--- src/hw/rtl/afp_pkg.sv ---
// Shared types and constants of the animation frame playhead.
`timescale 1ns / 1ps
`default_nettype none
package afp_pkg;

    localparam int FRAME_BITS_DEF    = 16;
    localparam int FRACTION_BITS_DEF = 16;
    localparam int CFG_W             = 16;
    localparam int TIME_W            = 20;
    localparam int PROD_W            = CFG_W + TIME_W;
    localparam int ADDR_W            = 5;

    localparam logic [CFG_W-1:0] SPEED_RESET = 16'd7680;  // 30.0 frames/s in 8.8

    // register indexes (byte address / 4)
    localparam logic [2:0] REG_FRAME_COUNT = 3'd0;
    localparam logic [2:0] REG_START_LIMIT = 3'd1;
    localparam logic [2:0] REG_END_LIMIT   = 3'd2;
    localparam logic [2:0] REG_LIMITS_ON   = 3'd3;
    localparam logic [2:0] REG_LOOP_ON     = 3'd4;
    localparam logic [2:0] REG_PLAY_SPEED  = 3'd5;

    typedef struct packed {
        logic [CFG_W-1:0] frame_count;
        logic [CFG_W-1:0] start_limit;
        logic [CFG_W-1:0] end_limit;
        logic             limits_on;
        logic             loop_on;
        logic [CFG_W-1:0] play_speed;
    } t_cfg;

    // copy of the range inputs taken at the last write that set a range
    typedef struct packed {
        logic [CFG_W-1:0] frame_count;
        logic [CFG_W-1:0] start_limit;
        logic [CFG_W-1:0] end_limit;
        logic             limits_on;
    } t_lim;

    typedef enum logic [3:0] {
        S_IDLE,
        S_LIM_S,
        S_LIM_SW,
        S_LIM_E,
        S_LIM_EW,
        S_MUL,
        S_ADD,
        S_WRAP,
        S_WRAPW,
        S_NEXT,
        S_NEXTW,
        S_OUT
    } t_state;

endpackage
`default_nettype wire

--- src/hw/rtl/animation_frame_playhead_top.sv ---
// Top level of the animation frame playhead: sequencer, position datapath, ports.
`timescale 1ns / 1ps
`default_nettype none
// Keyframe playback cursor. Each transaction on the s_axis side is one elapsed-time
// tick (4.16 seconds); the block advances a FRAME_BITS.FRACTION_BITS frame position
// by play_speed * elapsed_time, wraps it into the start..end range when looping or
// clamps it at the end frame otherwise, and returns one m_axis transaction with the
// current frame, the next frame and the 0.16 blend fraction between them. All
// remainders (range limits modulo frame_count, loop wrap, next-frame wrap) go through
// a single shared restoring remainder unit, DW = max(FRAME_BITS,16) bits wide. A
// tick steps through the multiply, add, wrap, next-frame and output states, plus one
// remainder pass when the position wraps and one when the next frame runs past
// frame_count, waits in the output state while m_axis is held off, and goes back to
// idle before the next tick is taken. The first tick after a write to frame_count,
// start_limit, end_limit or limits_on with a nonzero frame_count also recomputes the
// effective range first, with one remainder pass each for start and end with limits on.
// s_axis_tready is low while a tick is in work; config writes belong to idle time.
// Registers (byte address): 0x00 frame_count, 0x04 start_limit, 0x08 end_limit,
// 0x0C limits_on, 0x10 loop_on, 0x14 play_speed (8.8 frames/s, reset 30.0).
module animation_frame_playhead_top #(
    parameter int FRAME_BITS    = afp_pkg::FRAME_BITS_DEF,
    parameter int FRACTION_BITS = afp_pkg::FRACTION_BITS_DEF
) (
    input  wire logic                       i_clk,
    input  wire logic                       i_rst_n,
    // stream in
    input  wire logic                       s_axis_tvalid,
    output logic                            s_axis_tready,
    input  wire logic [23:0]                s_axis_tdata,   // [19:0] elapsed_time
    // stream out
    output logic                            m_axis_tvalid,
    input  wire logic                       m_axis_tready,
    output logic [55:0]                     m_axis_tdata,   // [15:0] frame_index,
                                                            // [31:16] next_frame_index,
                                                            // [47:32] blend_fraction,
                                                            // [48] at_end
    output logic                            m_axis_tuser,   // [0] valid_res
    // configuration
    input  wire logic                       psel,
    input  wire logic                       penable,
    input  wire logic                       pwrite,
    input  wire logic [afp_pkg::ADDR_W-1:0] paddr,
    input  wire logic [31:0]                pwdata,
    output logic [31:0]                     prdata,
    output logic                            pready
);
    import afp_pkg::*;

    localparam int FB     = FRAME_BITS;
    localparam int XB     = FRACTION_BITS;
    localparam int PW     = FB + XB;                     // position width
    localparam int DIV_W  = (FB > CFG_W) ? FB : CFG_W;   // remainder unit width
    localparam int IW     = PROD_W + XB;
    localparam int INC_W  = IW - 24;                     // 12.24 product cut to XB fraction bits
    localparam int EW     = ((INC_W > PW) ? INC_W : PW) + 1;
    localparam logic [EW-1:0] POS_MAX = {{(EW - PW){1'b0}}, {PW{1'b1}}};
    localparam logic [DIV_W-1:0] INT_MAX = DIV_W'({FB{1'b1}});

    t_cfg   cfg;
    t_lim   snap;
    logic   lim_dirty;
    logic   lim_done;
    t_state r_state, n_state;

    // shared remainder unit
    logic             div_start;
    logic [DIV_W-1:0] div_dvd;
    logic [DIV_W-1:0] div_dvs;
    logic             div_done;
    logic [DIV_W-1:0] div_rem;

    // datapath registers
    logic [TIME_W-1:0] r_dt;
    logic [PROD_W-1:0] r_prod;
    logic [PW-1:0]     r_pos;
    logic [FB-1:0]     r_rs;
    logic [FB-1:0]     r_re;
    logic [FB:0]       r_next;
    logic              r_clamp;
    logic              r_valid;

    afp_regs u_regs (
        .i_clk       (i_clk),
        .i_rst_n     (i_rst_n),
        .psel        (psel),
        .penable     (penable),
        .pwrite      (pwrite),
        .paddr       (paddr),
        .pwdata      (pwdata),
        .prdata      (prdata),
        .pready      (pready),
        .i_lim_done  (lim_done),
        .o_cfg       (cfg),
        .o_snap      (snap),
        .o_lim_dirty (lim_dirty)
    );

    afp_modunit #(.DW(DIV_W)) u_mod (
        .i_clk      (i_clk),
        .i_rst_n    (i_rst_n),
        .i_start    (div_start),
        .i_dividend (div_dvd),
        .i_divisor  (div_dvs),
        .o_done     (div_done),
        .o_rem      (div_rem)
    );

    function automatic logic [FB-1:0] sat_frame(input logic [DIV_W-1:0] v);
        sat_frame = (v > INT_MAX) ? INT_MAX[FB-1:0] : v[FB-1:0];
    endfunction

    // ---- combinational helpers on the current state
    logic [IW-1:0]    prod_wide;
    logic [INC_W-1:0] inc;
    logic [EW-1:0]    pos_sum;
    logic [FB-1:0]    pos_int;
    logic [XB-1:0]    pos_frac;
    logic [FB-1:0]    span;
    logic             span_nz;
    logic             past_end;
    logic [FB:0]      nxt;
    logic             nxt_wrap;
    logic             fc_nz;
    logic [DIV_W-1:0] fc_m1;

    assign prod_wide = {r_prod, {XB{1'b0}}};
    assign inc       = prod_wide[IW-1:24];
    assign pos_sum   = EW'(r_pos) + EW'(inc);
    assign pos_int   = r_pos[PW-1:XB];
    assign pos_frac  = r_pos[XB-1:0];
    assign span_nz   = r_re > r_rs;
    assign span      = span_nz ? (r_re - r_rs) : '0;
    assign past_end  = r_pos >= {r_re, {XB{1'b0}}};
    assign nxt       = {1'b0, pos_int} + (FB + 1)'(pos_frac != '0);
    assign fc_nz     = cfg.frame_count != '0;
    assign nxt_wrap  = (DIV_W + 1)'(nxt) >= (DIV_W + 1)'(cfg.frame_count);
    assign fc_m1     = DIV_W'(snap.frame_count) - DIV_W'(1);

    // ---- next state
    always_comb begin
        n_state = r_state;
        case (r_state)
            S_IDLE: begin
                if (s_axis_tvalid) n_state = lim_dirty ? S_LIM_S : S_MUL;
            end
            S_LIM_S:  n_state = snap.limits_on ? S_LIM_SW : S_MUL;
            S_LIM_SW: if (div_done) n_state = S_LIM_E;
            S_LIM_E:  n_state = S_LIM_EW;
            S_LIM_EW: if (div_done) n_state = S_MUL;
            S_MUL:    n_state = S_ADD;
            S_ADD:    n_state = S_WRAP;
            S_WRAP: begin
                if (past_end && cfg.loop_on && span_nz) n_state = S_WRAPW;
                else                                     n_state = S_NEXT;
            end
            S_WRAPW:  if (div_done) n_state = S_NEXT;
            S_NEXT: begin
                if (fc_nz && nxt_wrap && span_nz) n_state = S_NEXTW;
                else                               n_state = S_OUT;
            end
            S_NEXTW:  if (div_done) n_state = S_OUT;
            S_OUT:    if (m_axis_tready) n_state = S_IDLE;
            default:  n_state = S_IDLE;
        endcase
    end

    // ---- sequencer outputs
    always_comb begin
        s_axis_tready = 1'b0;
        m_axis_tvalid = 1'b0;
        lim_done      = 1'b0;
        div_start     = 1'b0;
        div_dvd       = '0;
        div_dvs       = '0;
        case (r_state)
            S_IDLE: s_axis_tready = 1'b1;
            S_LIM_S: begin
                div_start = snap.limits_on;
                div_dvd   = DIV_W'(snap.start_limit);
                div_dvs   = DIV_W'(snap.frame_count);
                lim_done  = !snap.limits_on;
            end
            S_LIM_E: begin
                div_start = 1'b1;
                div_dvd   = DIV_W'(snap.end_limit);
                div_dvs   = DIV_W'(snap.frame_count);
            end
            S_LIM_EW: lim_done = div_done;
            S_WRAP: begin
                // (pos - end) mod span works on the integer part, fraction rides along
                div_start = past_end && cfg.loop_on && span_nz;
                div_dvd   = DIV_W'(pos_int - r_re);
                div_dvs   = DIV_W'(span);
            end
            S_NEXT: begin
                div_start = fc_nz && nxt_wrap && span_nz;
                div_dvd   = DIV_W'(pos_int);
                div_dvs   = DIV_W'(span);
            end
            S_OUT: m_axis_tvalid = 1'b1;
            default: ;
        endcase
    end

    always_ff @(posedge i_clk) begin
        if (!i_rst_n) begin
            r_state <= S_IDLE;
            r_pos   <= '0;
            r_rs    <= '0;
            r_re    <= '0;
        end else begin
            r_state <= n_state;
            case (r_state)
                S_LIM_S: begin
                    if (!snap.limits_on) begin
                        r_rs <= '0;
                        r_re <= sat_frame(fc_m1);
                    end
                end
                S_LIM_SW: if (div_done) r_rs <= sat_frame(div_rem);
                S_LIM_EW: if (div_done) r_re <= sat_frame(div_rem);
                S_ADD:    r_pos <= (pos_sum > POS_MAX) ? POS_MAX[PW-1:0] : pos_sum[PW-1:0];
                S_WRAP: begin
                    if (past_end) begin
                        if (!cfg.loop_on)  r_pos <= {r_re, {XB{1'b0}}};
                        else if (!span_nz) r_pos <= {r_rs, {XB{1'b0}}};
                    end
                end
                S_WRAPW: if (div_done) r_pos <= {r_rs + div_rem[FB-1:0], pos_frac};
                default: ;
            endcase
        end
    end

    // payload registers
    always_ff @(posedge i_clk) begin
        case (r_state)
            S_IDLE: begin
                r_dt    <= s_axis_tdata[TIME_W-1:0];
                r_clamp <= 1'b0;
            end
            S_MUL:  r_prod <= PROD_W'(cfg.play_speed) * PROD_W'(r_dt);
            S_WRAP: if (past_end && !cfg.loop_on) r_clamp <= 1'b1;
            S_NEXT: begin
                r_valid <= fc_nz;
                if (!nxt_wrap)     r_next <= nxt;
                else if (!span_nz) r_next <= {1'b0, r_rs};
            end
            S_NEXTW: if (div_done) r_next <= {1'b0, r_rs + div_rem[FB-1:0]};
            default: ;
        endcase
    end

    // ---- result formatting
    logic [15:0] out_idx;
    logic [15:0] out_next;
    logic [15:0] out_blend;

    assign out_idx  = 16'(DIV_W'(pos_int));
    assign out_next = 16'((DIV_W + 1)'(r_next));

    generate
        if (XB >= 16) begin : g_blend_cut
            assign out_blend = pos_frac[XB-1 -: 16];
        end else begin : g_blend_pad
            assign out_blend = {pos_frac, {(16 - XB){1'b0}}};
        end
    endgenerate

    assign m_axis_tdata = r_valid ? {7'd0, r_clamp, out_blend, out_next, out_idx} : '0;
    assign m_axis_tuser = r_valid;

endmodule
`default_nettype wire

--- src/hw/rtl/afp_modunit.sv ---
// Iterative restoring remainder unit, one quotient bit per cycle.
`timescale 1ns / 1ps
`default_nettype none
module afp_modunit #(
    parameter int DW = 16
) (
    input  wire logic          i_clk,
    input  wire logic          i_rst_n,
    input  wire logic          i_start,
    input  wire logic [DW-1:0] i_dividend,
    input  wire logic [DW-1:0] i_divisor,
    output logic               o_done,
    output logic [DW-1:0]      o_rem
);
    localparam int CNT_W = $clog2(DW + 1);

    logic             r_busy;
    logic             r_done;
    logic [CNT_W-1:0] r_cnt;
    logic [DW-1:0]    r_rem;
    logic [DW-1:0]    r_dvd;
    logic [DW-1:0]    r_dvs;

    logic [DW:0] trial;
    logic [DW:0] diff;
    logic        ge;

    assign trial = {r_rem, r_dvd[DW-1]};
    assign diff  = trial - {1'b0, r_dvs};
    assign ge    = trial >= {1'b0, r_dvs};

    always_ff @(posedge i_clk) begin
        if (!i_rst_n) begin
            r_busy <= 1'b0;
            r_done <= 1'b0;
            r_cnt  <= '0;
        end else begin
            r_done <= 1'b0;
            if (i_start) begin
                r_busy <= 1'b1;
                r_cnt  <= CNT_W'(DW);
            end else if (r_busy) begin
                r_cnt <= r_cnt - 1'b1;
                if (r_cnt == CNT_W'(1)) begin
                    r_busy <= 1'b0;
                    r_done <= 1'b1;
                end
            end
        end
    end

    always_ff @(posedge i_clk) begin
        if (i_start) begin
            r_rem <= '0;
            r_dvd <= i_dividend;
            r_dvs <= i_divisor;
        end else if (r_busy) begin
            r_rem <= ge ? diff[DW-1:0] : trial[DW-1:0];
            r_dvd <= {r_dvd[DW-2:0], 1'b0};
        end
    end

    assign o_done = r_done;
    assign o_rem  = r_rem;

endmodule
`default_nettype wire

--- src/hw/rtl/afp_regs.sv ---
// Configuration register file with APB-style access and range snapshot.
`timescale 1ns / 1ps
`default_nettype none
module afp_regs (
    input  wire logic                      i_clk,
    input  wire logic                      i_rst_n,
    input  wire logic                      psel,
    input  wire logic                      penable,
    input  wire logic                      pwrite,
    input  wire logic [afp_pkg::ADDR_W-1:0] paddr,
    input  wire logic [31:0]               pwdata,
    output logic [31:0]                    prdata,
    output logic                           pready,
    input  wire logic                      i_lim_done,
    output afp_pkg::t_cfg                  o_cfg,
    output afp_pkg::t_lim                  o_snap,
    output logic                           o_lim_dirty
);
    import afp_pkg::*;

    logic [CFG_W-1:0] r_fc, r_start, r_end, r_speed;
    logic             r_lim_on, r_loop_on;
    logic [CFG_W-1:0] n_fc, n_start, n_end, n_speed;
    logic             n_lim_on, n_loop_on;
    t_lim             r_snap;
    logic             r_dirty;

    logic       wr;
    logic [2:0] idx;
    logic       range_wr;

    assign pready   = 1'b1;
    assign idx      = paddr[ADDR_W-1:2];
    assign wr       = psel && penable && pwrite;
    assign range_wr = wr && (idx == REG_FRAME_COUNT || idx == REG_START_LIMIT ||
                             idx == REG_END_LIMIT || idx == REG_LIMITS_ON);

    always_comb begin
        n_fc      = (wr && idx == REG_FRAME_COUNT) ? pwdata[CFG_W-1:0] : r_fc;
        n_start   = (wr && idx == REG_START_LIMIT) ? pwdata[CFG_W-1:0] : r_start;
        n_end     = (wr && idx == REG_END_LIMIT)   ? pwdata[CFG_W-1:0] : r_end;
        n_lim_on  = (wr && idx == REG_LIMITS_ON)   ? pwdata[0]         : r_lim_on;
        n_loop_on = (wr && idx == REG_LOOP_ON)     ? pwdata[0]         : r_loop_on;
        n_speed   = (wr && idx == REG_PLAY_SPEED)  ? pwdata[CFG_W-1:0] : r_speed;
    end

    always_ff @(posedge i_clk) begin
        if (!i_rst_n) begin
            r_fc      <= '0;
            r_start   <= '0;
            r_end     <= '0;
            r_lim_on  <= 1'b0;
            r_loop_on <= 1'b0;
            r_speed   <= SPEED_RESET;
            r_dirty   <= 1'b0;
        end else begin
            r_fc      <= n_fc;
            r_start   <= n_start;
            r_end     <= n_end;
            r_lim_on  <= n_lim_on;
            r_loop_on <= n_loop_on;
            r_speed   <= n_speed;
            // range only changes while a clip is loaded
            if (range_wr && n_fc != '0) begin
                r_dirty <= 1'b1;
            end else if (i_lim_done) begin
                r_dirty <= 1'b0;
            end
        end
    end

    always_ff @(posedge i_clk) begin
        if (range_wr && n_fc != '0) begin
            r_snap <= '{frame_count: n_fc, start_limit: n_start,
                        end_limit: n_end, limits_on: n_lim_on};
        end
    end

    always_comb begin
        case (idx)
            REG_FRAME_COUNT: prdata = {16'd0, r_fc};
            REG_START_LIMIT: prdata = {16'd0, r_start};
            REG_END_LIMIT:   prdata = {16'd0, r_end};
            REG_LIMITS_ON:   prdata = {31'd0, r_lim_on};
            REG_LOOP_ON:     prdata = {31'd0, r_loop_on};
            REG_PLAY_SPEED:  prdata = {16'd0, r_speed};
            default:         prdata = '0;
        endcase
    end

    assign o_cfg = '{frame_count: r_fc, start_limit: r_start, end_limit: r_end,
                     limits_on: r_lim_on, loop_on: r_loop_on, play_speed: r_speed};
    assign o_snap      = r_snap;
    assign o_lim_dirty = r_dirty;

endmodule
`default_nettype wire

--- config.mk ---
export PLATFORM = sky130hd
export DESIGN_NAME = animation_frame_playhead_top
export DESIGN_NICKNAME = d
export VERILOG_FILES = /design/src/hw/rtl/afp_pkg.sv /design/src/hw/rtl/animation_frame_playhead_top.sv /design/src/hw/rtl/afp_modunit.sv /design/src/hw/rtl/afp_regs.sv
export SDC_FILE = /design/constraint.sdc
export NUM_CORES = 2
export LEC_CHECK = 0
export ABC_AREA = 1
export BUFFER_PORTS_ARGS = -buffer_cell sky130_fd_sc_hd__buf_2
export CELL_PAD_IN_SITES_DETAIL_PLACEMENT = 1
export CELL_PAD_IN_SITES_GLOBAL_PLACEMENT = 1
export CORE_MARGIN = 10
export CORE_UTILIZATION = 30
export CTS_CLUSTER_DIAMETER = 120
export DETAILED_ROUTE_END_ITERATION = 6
export PLACE_DENSITY = 0.58
export RECOVER_POWER = 50
export SLEW_MARGIN = 5
export SYNTH_ARGS = -nofsm -noshare
export SYNTH_HDL_FRONTEND = slang
export SYNTH_SLANG_ARGS = --single-unit
--- constraint.sdc ---
create_clock -name i_clk -period 7.9 [get_ports i_clk]
set_clock_uncertainty 0.2 [all_clocks]
set_input_delay 0.395 -clock i_clk [delete_from_list [all_inputs] [get_ports i_clk]]
set_output_delay 0.395 -clock i_clk [all_outputs]
set_load 0.01 [all_outputs]
==> results.yml <==
timing:
  fmax_ghz: 0.147
  rsz0062_at_grt: "false"
  hold_viol_final: 0
  slew-limit-headroom_pct: -102
  setup_tns_ns: 0
  tightest_slew_ns: 3.02
  post-route-min-period_ns: 6.80
  fin_crit_sh_pct: 86.1
  final_max_slew_viol_count: 223
  setup_violations: 0
finish:
  areaGrowthSynthToFinish_pct: 11.7
  drive_above_1_share_pct: 5.57
  fin_nets: 4690
  fill_cells: 12285
  num_antenna_cells: 0
cts:
  clock-root-buffer: "clkbuf_16"
  cts-resized-gates: 0
  clkLatencyLatePin_ns: 0.62
  clock_sinks: 305
  cts-buffers-inserted: 41
  cts.path.max_buffers: 3
  h-tree-depth: 2
  clk_pin_slew_ns: 0.06
  cts_tree: "done"
  post-cts-setup-buffers: 0
logic_synthesis:
  synth_area_leaders: "fa_1 (17%), edfxtp_1 (15%), nand2_1 (12%), inv_1 (10%), dfxtp_1 (10%)"
  yosysTopAreaCell: "fa_1"
  synthFlopType: "dfxtp_1"
  post-synth-top-count-cell: "nand2_1"
  ys_seq_area_share_pct: 25.1
  synth-edff-count: 147
  ys_ff_latch: 305
  netlist_instances: 4071
  synthTopCellsByCount: "nand2_1 (955), inv_1 (843), nor2_1 (288)"
  syn_area_per_cell_um2: 7.43
  synth.distinct_cells: 63
  synth_top_area_share_pct: 16.8
  netlist_area_um2: 30200
  ys_warn_count: 0
  async_flop_share_pct: 0
critical_path:
  worstPathCellList: "buf_4 > nand2_1 > inv_1 > fa_1 > inv_1 > fa_1 > fa_1 > inv_1 > fa_1 > fa_1 > inv_1 > fa_1 > inv_1 > ha_1 > a21oi_1 > inv_1 > a21oi_1 > o21ai_0 > a221oi_1 > nand2_1 > nand2_1 > nand2_1"
  crit_slowest_cell: "dfxtp_1"
  r2r_cells: 22
  start_kind: "flip-flop"
  reg2reg_from: "u_regs.r_speed[4]"
  ff2ff_setup_slack_ns: 1.10
  crit_fanout: 14
  reg2reg_to: "r_prod[30]"
  required_ns: 8.06
  max_stage_delay_ns: 0.88
  critical_path.endpoint_type: "flip-flop"
  critPathKind: "reg2reg"
  crit_arrival_ns: 6.96
placed_design:
  gp_congestion: 0.893
  io_buffers: 113
  dp_hpwl_um: 91300
global_route:
  antenna_found_initial: 1
  grt_overflow_total: 0
  grt_pass1_vias: 27802
  grt_max_degree: 53
  grt_pass1_wl_um: 173000
  grt_use_total_pct: 19.9
min_path:
  min_to: "r_state[2]"
  holdPathStages: 5
  hold_class: "in2reg"
  hold_start: "s_axis_tvalid"
run_status:
  violations: "capacitance limit, slew limit"
  status: "finished with violations"
route:
  drc: 0
  dr_total_vias: 26696
  route.final.wire_length_um: 114000
  drt_iter0_markers: 1681
  antenna_left: 0
  via_per_inst: 4.87
  routedWlPerCell_um: 20.8
  dr.pass1.iters: 5
die:
  fp.dieW_um: 337
  num_rows: 116
  start_util_pct: 30.2
  dieArea_um2: 114000
  die_h_um: 337
  design.core.area_um2: 100000
  io_pins: 160
run:
  drv_cap: 6
==> sequential cells by signal, summed over array words and instances (netlist names), 20 cells and up <==
signal and flops:
r_prod 28, u_regs.o_snap 49, r_dt 20, r_pos 32
==> what timing repair did <==
action | 4_1_cts | 5_1_grt
hold endpoints to repair | 79 | 0
hold buffers | 39 | 0
endpoints found under the setup margin | 0 | 0
==> cell families (layout without fill, tap and decap cells) <==
| kind of cell | count (synthesis) | count (layout) | synth area share (%) |
|---|---|---|---|
| XOR/XNOR | 100 | 100 | 2.90 |
| AND/OR/NAND/NOR | 1502 | 1502 | 20.6 |
| flip-flops | 305 | 305 | 25.1 |
| buffers and inverters | 1051 | 1142 | 13.6 |
| other | 2 | 24 | 0.0248 |
| adder cells (fa/ha/maj) | 471 | 471 | 25.8 |
| AO/OA/AOI/OAI | 640 | 640 | 12.1 |
==> cells in the final DEF, fill, tap and decap left out, types with 33 or more instances in the layout <==
cell,instances
inv_1,844
xor2_1,67
o21ai_0,207
nand2_1,957
fa_1,254
dlygate4sd3_1,39
buf_2,59
clkbuf_1,70
a21oi_1,227
xnor2_1,33
ha_1,217
buf_4,37
nor2_1,288
nand3_1,131
edfxtp_1,147
clkbuf_16,45
dfxtp_1,158
==> worst max-delay path by stage <==
| stage | start | slack, ns | endpoint |
|---|---|---|---|
| 4_1_cts | r_dt[8] | 1.11 | r_prod[32] |
| 3_5_place_dp | r_dt[8] | 1.10 | r_prod[32] |
| 6_report | u_regs.r_speed[4] | 1.10 | r_prod[30] |
| 3_3_place_gp | u_regs.r_speed[4] | 1.14 | r_prod[30] |
| 2_1_floorplan | r_dt[11] | 1.95 | r_prod[30] |
| 5_1_grt | r_dt[8] | 0.74 | r_prod[32] |
==> metrics by stage <==
stage / hold WS, ns / instances / area (um2) / util (%) / setup WS [ns]
after CTS: 0.113 / 5482 / 33900 / 33.9 / 1.11
after detailed placement: 0.280 / 5367 / 32000 / 32.0 / 1.10
after global placement: 0.266 / 5367 / 32000 / 32.0 / 1.14
after floorplan: 0.261 / 4093 / 30300 / - / 1.95
after global routing: 0.178 / 5482 / 33800 / 33.8 / 0.744
final: 0.146 / 5482 / 33800 / 33.8 / 1.10
==> per-layer routing <==
metal | part of all wire, % | GRT usage, %
met4 | 2.5 | 5.14
met5 | 0.011 | 0
met1 | 49 | 28.3
met3 | 3.9 | 2.54
met2 | 45 | 31.6
==> worst max-delay path: cells and delay by family, from the launching register on <==
family | cells | cell delay (ns)
AOI/OAI and AO/OA | 4 | 1.11
and+or+nand+nor | 4 | 0.25
adders and majority gates | 7 | 3.36
buffers and inverters | 7 | 0.72
DFF | 1 | 0.88
==> cell type report <==
type | count | area, um2 | share of cell area, %
clock buffer | 53 | 1170 | 3.45
clock inverter | 23 | 348 | 1.03
inverter | 868 | 3260 | 9.66
multi-input combinational | 2737 | 18600 | 55.1
sequential | 305 | 7580 | 22.4
tap | 1298 | 1620 | 4.81
timing repair buffer | 198 | 1200 | 3.55
Power is left out: the tool's default activity adds up to more than one toggle a clock period on the data nets, which glitch-free logic cannot reach.
